<file path="config.mk">
export PLATFORM = sky130hd
export DESIGN_NAME = ordered_list_insert_delete
export DESIGN_NICKNAME = d
export VERILOG_FILES = /design/src/sv/olid_pkg.sv /design/src/sv/olid_cell.sv /design/src/sv/ordered_list_insert_delete.sv
export SDC_FILE = /design/constraint.sdc
export NUM_CORES = 2
export LEC_CHECK = 0
export BUFFER_PORTS_ARGS = -buffer_cell sky130_fd_sc_hd__buf_4
export CORE_MARGIN = 1.5
export CORE_UTILIZATION = 30
export CTS_BUF_LIST = sky130_fd_sc_hd__clkbuf_8
export DETAILED_ROUTE_END_ITERATION = 12
export GPL_TIMING_DRIVEN = 0
export MAX_ROUTING_LAYER = met4
export PLACE_DENSITY = 0.49
export SKIP_CTS_REPAIR_TIMING = 1
export SLEW_MARGIN = 20
export SYNTH_ARGS = -nofsm -noshare
export SYNTH_HDL_FRONTEND = slang
export SYNTH_SLANG_ARGS = --single-unit
</file>
<file path="constraint.sdc">
create_clock -name clk -period 14.5 [get_ports clk]
set_input_delay 0.725 -clock clk [delete_from_list [all_inputs] [get_ports clk]]
set_output_delay 0.725 -clock clk [all_outputs]
set_load 0.1 [all_outputs]
</file>
<file path="src/sv/olid_pkg.sv">
`timescale 1ns / 1ps
// ----------------------------------------------------------------------------
// olid_pkg
// Shared types and codes for the ordered list with positional insert/delete.
// ----------------------------------------------------------------------------
package olid_pkg;

  localparam int WORD_W   = 32;
  localparam int LANE_MAX = 32;

  typedef enum logic [2:0] {
    OP_APPEND   = 3'd0,
    OP_POP      = 3'd1,
    OP_INSERT   = 3'd2,
    OP_DELETE   = 3'd3,
    OP_CONTAINS = 3'd4
  } opcode_t;

  typedef enum logic [1:0] {
    ST_OK    = 2'd0,
    ST_FULL  = 2'd1,
    ST_EMPTY = 2'd2,
    ST_POS   = 2'd3
  } status_t;

  typedef enum logic [1:0] {
    CM_HOLD,
    CM_WRITE,
    CM_INS,
    CM_DEL
  } cell_mode_t;

  typedef struct packed {
    cell_mode_t mode;
    logic       capture;
    logic       rd_en;
    logic       scan_en;
  } cell_ctl_t;

endpackage

</file>
<file path="src/sv/olid_cell.sv">
`timescale 1ns / 1ps
// ----------------------------------------------------------------------------
// olid_cell
// One list slot: holds a word, shifts with its neighbours, and keeps a result
// word and hit flag that drain along the row after each item.
// ----------------------------------------------------------------------------
module olid_cell
  import olid_pkg::*;
#(
  parameter int DEPTH      = 32,
  parameter int CELL_INDEX = 0
) (
  input  logic                             clk,
  input  cell_ctl_t                        ctl,
  input  logic [$clog2(DEPTH + 1) - 1:0]   tgt,
  input  logic [$clog2(DEPTH + 1) - 1:0]   cnt,
  input  logic [WORD_W - 1:0]              val,
  input  logic [WORD_W - 1:0]              left_data,
  input  logic [WORD_W - 1:0]              right_data,
  input  logic [WORD_W - 1:0]              res_in_data,
  input  logic                             res_in_hit,
  output logic [WORD_W - 1:0]              data,
  output logic [WORD_W - 1:0]              res_data,
  output logic                             res_hit
);

  localparam int IW = $clog2(DEPTH + 1);
  localparam logic [IW - 1:0] IDX = IW'(CELL_INDEX);

  always_ff @(posedge clk) begin
    unique case (ctl.mode)
      CM_HOLD: ;
      CM_WRITE: begin
        if (IDX == tgt) data <= val;
      end
      CM_INS: begin
        if (IDX == tgt) data <= val;
        else if (IDX > tgt) data <= left_data;
      end
      CM_DEL: begin
        if (IDX >= tgt) data <= right_data;
      end
      default: ;
    endcase

    if (ctl.capture) begin
      res_data <= (ctl.rd_en && IDX == tgt) ? data : '0;
      res_hit  <= ctl.scan_en && (IDX < cnt) && (data == val);
    end else begin
      res_data <= res_in_data;
      res_hit  <= res_in_hit;
    end
  end

endmodule

</file>
<file path="src/sv/ordered_list_insert_delete.sv">
`timescale 1ns / 1ps
// ----------------------------------------------------------------------------
// ordered_list_insert_delete
// Ordered list of signed words held in a row of cells, with append, pop,
// positional insert and delete, and a membership test.
//
//   channel | valid     | stall     | fields
//   --------+-----------+-----------+------------------------------------------
//   req     | req_valid | req_stall | opcode, position, value
//   rsp     | rsp_valid | rsp_stall | result_value, found, status, entry_count
//
// One item in flight. The list update happens at the accept edge; the result
// is then drained from the row, up to 32 cells per cycle, in S_SCAN and then
// held in S_OUT; no new item is accepted until rsp has taken the result.
// Reset clears the count and the handshake state; slot contents are not reset.
// req_stall is high during reset and until the result item has been taken.
// ----------------------------------------------------------------------------
module ordered_list_insert_delete
  import olid_pkg::*;
#(
  parameter int DEPTH = 32
) (
  input  logic                clk,
  input  logic                rst,
  input  logic                req_valid,
  output logic                req_stall,
  input  logic [2:0]          opcode,
  input  logic [5:0]          position,
  input  logic signed [31:0]  value,
  output logic                rsp_valid,
  input  logic                rsp_stall,
  output logic signed [31:0]  result_value,
  output logic                found,
  output logic [1:0]          status,
  output logic [5:0]          entry_count
);

  localparam int IW     = $clog2(DEPTH + 1);
  localparam int CW     = (IW > 6) ? IW : 6;
  localparam int LANE   = (DEPTH < LANE_MAX) ? DEPTH : LANE_MAX;
  localparam int GROUPS = (DEPTH + LANE - 1) / LANE;
  localparam int GW     = (GROUPS > 1) ? $clog2(GROUPS) : 1;

  typedef enum logic [1:0] {S_IDLE, S_SCAN, S_OUT} state_t;

  state_t             state;
  logic [IW - 1:0]    count;
  logic [IW - 1:0]    count_next;
  logic [IW - 1:0]    tgt;
  status_t            st;
  status_t            st_q;
  cell_mode_t         mode;
  cell_ctl_t          ctl;
  logic [GW - 1:0]    scan_left;
  logic [WORD_W - 1:0] acc_data;
  logic               acc_hit;
  logic [WORD_W - 1:0] lane_data;
  logic               lane_hit;
  logic               req_acc;
  logic               is_full;
  logic               is_empty;
  logic [CW - 1:0]    pos_w;
  logic [CW - 1:0]    cnt_w;

  logic [WORD_W - 1:0] cell_data [DEPTH];
  logic [WORD_W - 1:0] cell_res  [DEPTH];
  logic                cell_hit  [DEPTH];

  assign req_stall = rst || (state != S_IDLE);
  assign req_acc   = req_valid && !req_stall;
  assign is_full   = (count == IW'(DEPTH));
  assign is_empty  = (count == '0);
  assign pos_w     = CW'(position);
  assign cnt_w     = CW'(count);

  always_comb begin
    mode       = CM_HOLD;
    st         = ST_OK;
    count_next = count;
    tgt        = '0;
    ctl        = '0;
    unique case (opcode_t'(opcode))
      OP_APPEND: begin
        if (is_full) st = ST_FULL;
        else begin
          mode       = CM_WRITE;
          tgt        = count;
          count_next = count + 1'b1;
        end
      end
      OP_POP: begin
        if (is_empty) st = ST_EMPTY;
        else begin
          ctl.rd_en  = 1'b1;
          tgt        = count - 1'b1;
          count_next = count - 1'b1;
        end
      end
      OP_INSERT: begin
        if (is_full) st = ST_FULL;
        else if (pos_w > cnt_w) st = ST_POS;
        else begin
          mode       = CM_INS;
          tgt        = IW'(position);
          count_next = count + 1'b1;
        end
      end
      OP_DELETE: begin
        if (is_empty) st = ST_EMPTY;
        else if (pos_w >= cnt_w) st = ST_POS;
        else begin
          mode       = CM_DEL;
          ctl.rd_en  = 1'b1;
          tgt        = IW'(position);
          count_next = count - 1'b1;
        end
      end
      OP_CONTAINS: ctl.scan_en = 1'b1;
      default: ;
    endcase
    ctl.capture = req_acc;
    ctl.mode    = req_acc ? mode : CM_HOLD;
  end

  for (genvar i = 0; i < DEPTH; i++) begin : g_cell
    logic [WORD_W - 1:0] left_d;
    logic [WORD_W - 1:0] right_d;
    logic [WORD_W - 1:0] rin_d;
    logic                rin_h;

    if (i == 0) begin : g_first
      assign left_d = '0;
    end else begin : g_mid
      assign left_d = cell_data[i - 1];
    end

    if (i == DEPTH - 1) begin : g_last
      assign right_d = '0;
    end else begin : g_inner
      assign right_d = cell_data[i + 1];
    end

    if (i + LANE < DEPTH) begin : g_feed
      assign rin_d = cell_res[i + LANE];
      assign rin_h = cell_hit[i + LANE];
    end else begin : g_tail
      assign rin_d = '0;
      assign rin_h = 1'b0;
    end

    olid_cell #(
      .DEPTH      (DEPTH),
      .CELL_INDEX (i)
    ) u_cell (
      .clk         (clk),
      .ctl         (ctl),
      .tgt         (tgt),
      .cnt         (count),
      .val         (value),
      .left_data   (left_d),
      .right_data  (right_d),
      .res_in_data (rin_d),
      .res_in_hit  (rin_h),
      .data        (cell_data[i]),
      .res_data    (cell_res[i]),
      .res_hit     (cell_hit[i])
    );
  end

  always_comb begin
    lane_data = '0;
    lane_hit  = 1'b0;
    for (int l = 0; l < LANE; l++) begin
      lane_data = lane_data | cell_res[l];
      lane_hit  = lane_hit | cell_hit[l];
    end
  end

  always_ff @(posedge clk) begin
    if (rst) begin
      state     <= S_IDLE;
      rsp_valid <= 1'b0;
      count     <= '0;
    end else begin
      unique case (state)
        S_IDLE: begin
          if (req_acc) begin
            count     <= count_next;
            st_q      <= st;
            acc_data  <= '0;
            acc_hit   <= 1'b0;
            scan_left <= GW'(GROUPS - 1);
            state     <= S_SCAN;
          end
        end
        S_SCAN: begin
          acc_data <= acc_data | lane_data;
          acc_hit  <= acc_hit | lane_hit;
          if (scan_left == '0) begin
            result_value <= acc_data | lane_data;
            found        <= acc_hit | lane_hit;
            status       <= st_q;
            entry_count  <= 6'(count);
            rsp_valid    <= 1'b1;
            state        <= S_OUT;
          end else begin
            scan_left <= scan_left - 1'b1;
          end
        end
        S_OUT: begin
          if (!rsp_stall) begin
            rsp_valid <= 1'b0;
            state     <= S_IDLE;
          end
        end
        default: state <= S_IDLE;
      endcase
    end
  end

endmodule
</file>
==> impl_results.md, run 1 <==
- Status: aborted with a tool error
- Stop stage: global routing
- Err: [ERROR GRT-0116] Global routing finished with congestion. Check the congestion regions in the DRC Viewer.
- Cell variety after synth: 68
- Vias in the first global route: 111k
- Syn Std Cell Area: 104,000 um2
- Clock root cell: clkbuf_8
- EDFF count, synth: 1,100
- Largest net degree at the start of global routing: 22
- IO Port Bufs: 55
- Synth top area share: 31.8%
- Post-synthesis sequential area ratio: 52.3%
- First-pass GRT wire length: 1,380,000 um
- Syn Area/Cell: 10.2 um2
- IO Pins: 88
- Primary FF master, synth: edfxtp_1
- Syn Nets: 10.2k
- Syn. warnings: 0
- DP HPWL: 862,000 um
- Grt total ovfl: 8
- CTS buffer count: 406
- Die H: 591 um
- Global-route usage over all layers: 64.0%
- Placed cell count: 15.1k
- Synth area leaders: edfxtp_1 32%, dfxtp_1 21%, nor4_1 6.3%
- Post-Synthesis Cells: 10.1k
- Synth Register Bits: 2,165
- Site row count: 215
- CTS H-tree depth: 5
- Clock tree sinks: 2,165
- Initial Util: 30.2%
- Die W: 591 um
- GPL Wtd Cong: 1.30
- Post-synth ARST share: 0%
- Yosys top cell by area: edfxtp_1
- CTS max path bufs: 4
[synthesized netlist by cell type, drive strengths merged, types with 3 or more instances]
cell / instances
a2111oi: 9
a211o: 9
a211oi: 825
a21o: 37
a21oi: 30
a22o: 64
a311o: 30
a311oi: 192
a31oi: 3
and2: 1026
and3: 7
buf: 138
clkbuf: 950
dfxtp: 1065
edfxtp: 1100
ha: 9
inv: 11
mux2i: 64
nand2: 70
nand2b: 29
nand3: 57
nand4: 177
nand4b: 33
nor2: 763
nor2b: 39
nor3: 91
nor4: 1052
o2111a: 4
o2111ai: 24
o211a: 52
o211ai: 70
o21a: 70
o21ai: 881
o221ai: 65
o22ai: 3
o311a: 21
or2: 3
or3: 21
xnor2: 444
xor2: 585
[stage by stage]
stage / instance area, um2 / setup TNS [ns] / utilization (%) / setup WS (ns)
2_1_floorplan: 104000 / 0 / - / 8.34
3_3_place_gp: 110000 / -307.47 / 32.0 / -3.48
3_5_place_dp: 118000 / 0 / 34.4 / 6.30
4_1_cts: 127000 / 0 / 36.8 / 6.26
[kinds of logic after synthesis]
| family | synth area share, % |
|---|---|
| AND/OR/NAND/NOR | 18.3 |
| buffers and inverters | 4.05 |
| adder cells (fa/ha/maj) | 0.108 |
| multiplexers | 0.628 |
| flip-flops | 52.3 |
| XOR/XNOR | 8.68 |
| AO/OA/AOI/OAI | 15.9 |
[routing by layer]
| layer | global-route usage (%) | overflow |
|---|---|---|
| met1 | 67.0 | 0 |
| met5 | - | - |
| met2 | 79.8 | 5 |
| met4 | 62.1 | 3 |
| met3 | 39.7 | 0 |
==> run 2: changes to the inputs <==
--- a/config.mk
+++ b/config.mk
@@ -7,12 +7,10 @@
 export LEC_CHECK = 0
 export BUFFER_PORTS_ARGS = -buffer_cell sky130_fd_sc_hd__buf_4
 export CORE_MARGIN = 1.5
-export CORE_UTILIZATION = 30
-export CTS_BUF_LIST = sky130_fd_sc_hd__clkbuf_8
+export CORE_UTILIZATION = 20
 export DETAILED_ROUTE_END_ITERATION = 12
 export GPL_TIMING_DRIVEN = 0
-export MAX_ROUTING_LAYER = met4
-export PLACE_DENSITY = 0.49
+export PLACE_DENSITY_LB_ADDON = 0.15
 export SKIP_CTS_REPAIR_TIMING = 1
 export SLEW_MARGIN = 20
 export SYNTH_ARGS = -nofsm -noshare
==> run 2 against run 1 <==
Effect of this change: the flow now finishes, with violations (antenna violations); synthesized cell count did not move; area after synthesis did not move.
==> impl_results.md, run 2 <==
- Status: finished with violations (was aborted with a tool error)
- Violated checks: antenna violations
- DP HPWL: 1,020,000 um (was 862,000 um)
- Synth top area share: 31.8% (unchanged)
- Largest family of logic cells by synthesized area: simple AND/OR/NAND/NOR gates (unchanged)
- Post-Synth XOR/XNOR Area: 8.68% (unchanged)
- Final Hold Fails: 0
- DIE AREA: 524,000 um2
- Crit end category: flop
- IO Pins: 88 (unchanged)
- Total wire length: 1,220,000 um
- Max-cap viol count: 0
- Post-DR vias/cell: 6.21
- CP startpoint: cnt_w[1]
- Post-synthesis mux area share: 0.628% (unchanged)
- Period utilisation layout: 62.1%
- Placed cell count: 17.6k (was 15.1k)
- Worst EP required: 15.20 ns
- R2R Path End: g_cell[14].u_cell.data[22]
- Fillers: 55.1k
- Die W: 724 um (was 591 um)
- Post-synth ARST share: 0% (unchanged)
- Max Transition Viols Final: 0
- ANT nets after route: 1
- Period minus WS final: 9.01 ns
- Post-Synth Simple-Gate Area: 18.3% (unchanged)
- Synth cell count leaders: 1,100 x edfxtp_1, 1,065 x dfxtp_1, 1,051 x nor4_1 (unchanged)
- CTS max path bufs: 4 (unchanged)
- First-pass GRT wire length: 1,450,000 um
- Wire per inst: 66.0 um
- Die H: 724 um (was 591 um)
- Primary FF master, synth: edfxtp_1 (unchanged)
- Clock tree sinks: 2,165 (unchanged)
- Compound-Gate Fraction of Synth Area: 15.9% (unchanged)
- Syn Area/Cell: 10.2 um2 (unchanged)
- Yosys top cell by area: edfxtp_1 (unchanged)
- Fin nets: 11.1k
- Final Skew: 0.102 ns
- Pleak: 0.0458 uW
- Synth-to-layout area growth: 31.1%
- Count leader, synth: edfxtp_1 (unchanged)
- Syn Nets: 10.2k (unchanged)
- Critical R2R Launch: cnt_w[1]
- Biggest regs: g_cell.u_cell.data (1024), g_cell.u_cell.res_data (1024)
- Peak supply drop: 0.0922 mV
- F_max: 111 MHz
- Synth Register Bits: 2,165 (unchanged)
- Global-route usage over all layers: 45.2%
- Number of remaining DRC errors: 0
- Pre-antenna DRT Iters: 6
- RSZ-0062 raised after global routing: no
- Site row count: 264 (was 215)
- Worst EP arrival: 9.71 ns
- Layout Cells excl Fill: 18.5k
- CP max stage cell: nand2_1
- Syn. warnings: 0 (unchanged)
- Initial Util: 20.1% (was 30.2%)
- CTS H-tree depth: 5 (unchanged)
- Post-synthesis sequential area ratio: 52.3% (unchanged)
- Worst skew pair latency: 1.08 ns
- Finish-stage setup viols: 0
- Antenna violations before repair: 408
- Crit path top cell by count: buf_2
- Crit-path max FO: 15
- Via count: 115k
- Clock root cell: clkbuf_16 (was clkbuf_8)
- DRT iter0 DRCs: 20.3k
- CTS tree: done
- Worst-Margin Slew: 1.42 ns
- Vias in the first global route: 102k
- Worst Reg-to-Reg Cells: 16
- Hold/Removal Path Class: in -> reg
- Most frequent cells in the layout: 1,100 x edfxtp_1, 1,065 x dfxtp_1, 1,026 x and2_1, 967 x nor4_1, 860 x o21ai_0
- Post-synthesis adder-cell area fraction: 0.108% (unchanged)
- CTS buffer count: 293 (was 406)
- GPL Wtd Cong: 1.11 (was 1.30)
- Share of cells above drive strength 1: 17.4%
- R2r setup slk: 5.49 ns
- Critical Path Max Stage Delay: 1.20 ns
- Total Neg Setup Slack: 0 ns
- Slew headroom: 5.20%
- Grt total ovfl: 0
- Most common cell after layout, fill and taps aside: edfxtp_1
- IO Port Bufs: 55 (unchanged)
- Critical Path Source Type: flop
- Syn Std Cell Area: 104,000 um2 (unchanged)
- CP Cell Sequence: clkbuf_2, inv_1, ha_1, buf_2, clkinv_2, o21ai_1, a2bb2oi_1, nand3_1, nand2_1, buf_2, buf_2, buf_2, o21ai_0, a21oi_4, buf_16, buf_16
- Pwr per Cell Area: 120 nW/um2
- Cell variety after synth: 68 (unchanged)
- Setup crit end: g_cell[14].u_cell.data[22]
- EDFF count, synth: 1,100 (unchanged)
- Clock Pin Slew Worst Setup and Hold Paths: 0.06 ns
- Crit Path Class: reg -> reg
- Post-Synthesis Cells: 10.1k (unchanged)
- Synth area leaders: edfxtp_1 32%, dfxtp_1 21%, nor4_1 6.3% (unchanged)
- Core Region: 517,000 um2
- Largest net degree at the start of global routing: 20
-- run 2: cell counts after synthesis --
No cell type changed its count.
-- run 2: cells by family (layout without fill, tap and decap cells) --
family | count (synthesis) | after routing
adder cells (fa/ha/maj) | 9 | 9
AO/OA/AOI/OAI | 2405 | 2405
multiplexers | 65 | 65
buffers and inverters | 1100 | 2219
flip-flops | 2165 | 2165
AND/OR/NAND/NOR | 3376 | 3376
XOR/XNOR | 1029 | 1029
other | 0 | 350
-- run 2: per-stage QoR --
stage / total power (uW) / worst slack [ns] / hold slack (ns) / instance area, um2 / utilization, %
6_report: 16400 / 5.49 / 0.0345 / 136000 / 26.3
5_1_grt: 16400 / 5.89 / 0.0510 / 135000 / 26.2
4_1_cts: 16200 / 6.10 / -0.00259 / 135000 / 26.0
3_5_place_dp: 8480 / 6.09 / 0.510 / 125000 / 24.1
3_3_place_gp: 8320 / -4.37 / 0.507 / 113000 / 21.8
2_1_floorplan: 7180 / 8.34 / 0.400 / 104000 / -
-- run 2: final cells by class --
cell class	count	area [um2]	area share (%)
Sequential cell	2165	54400	39.9
Multi-Input combinational cell	6884	47000	34.5
Timing Repair Buffer	579	10400	7.61
Clock buffer	434	8740	6.42
Tap cell	6916	8650	6.36
Buffer	1088	4950	3.64
Clock inverter	106	1200	0.879
Antenna cell	350	876	0.643
Inverter	12	46.3	0.0340
-- run 2: routing by layer --
| metal | track usage, % | wire, um | part of all wire, % | vias to the layer above |
|---|---|---|---|---|
| met4 | 44.5 | 147000 | 12 | 84 |
| li1 | - | - | - | 40271 |
| met3 | 17.2 | 132000 | 11 | 3932 |
| met2 | 63.4 | 492000 | 40 | 11718 |
| met1 | 51.7 | 453000 | 37 | 59073 |
| met5 | 0.650 | 604 | 0.049 | - |
-- run 2: power breakdown --
| group | switching, uW | internal (uW) |
|---|---|---|
| sequential | 24.9 | 6450 |
| clock | 3390 | 4420 |
| combinational | 1650 | 418 |
-- run 2: critical path, delay by kind of cell, from the launching register on --
family	cells	cell delay, ns
AND/OR/NAND/NOR	2	1.92
AO/OA/AOI/OAI	4	1.79
adder cells (fa/ha/maj)	1	0.20
buffers and inverters	9	4.21
flip-flops	1	0.41
-- run 2: how the worst min path moves through the flow --
stage	start	endpoint	cells after the start
after CTS	rsp_stall	state[1]	3
after global routing	rsp_stall	state[1]	3
after detailed placement	rsp_valid	rsp_valid	2
final	rsp_stall	state[1]	3
after global placement	rsp_valid	rsp_valid	2
after floorplan	st_q[0]	status[0]	0
Note: power is estimated with default switching activity, not from simulation.
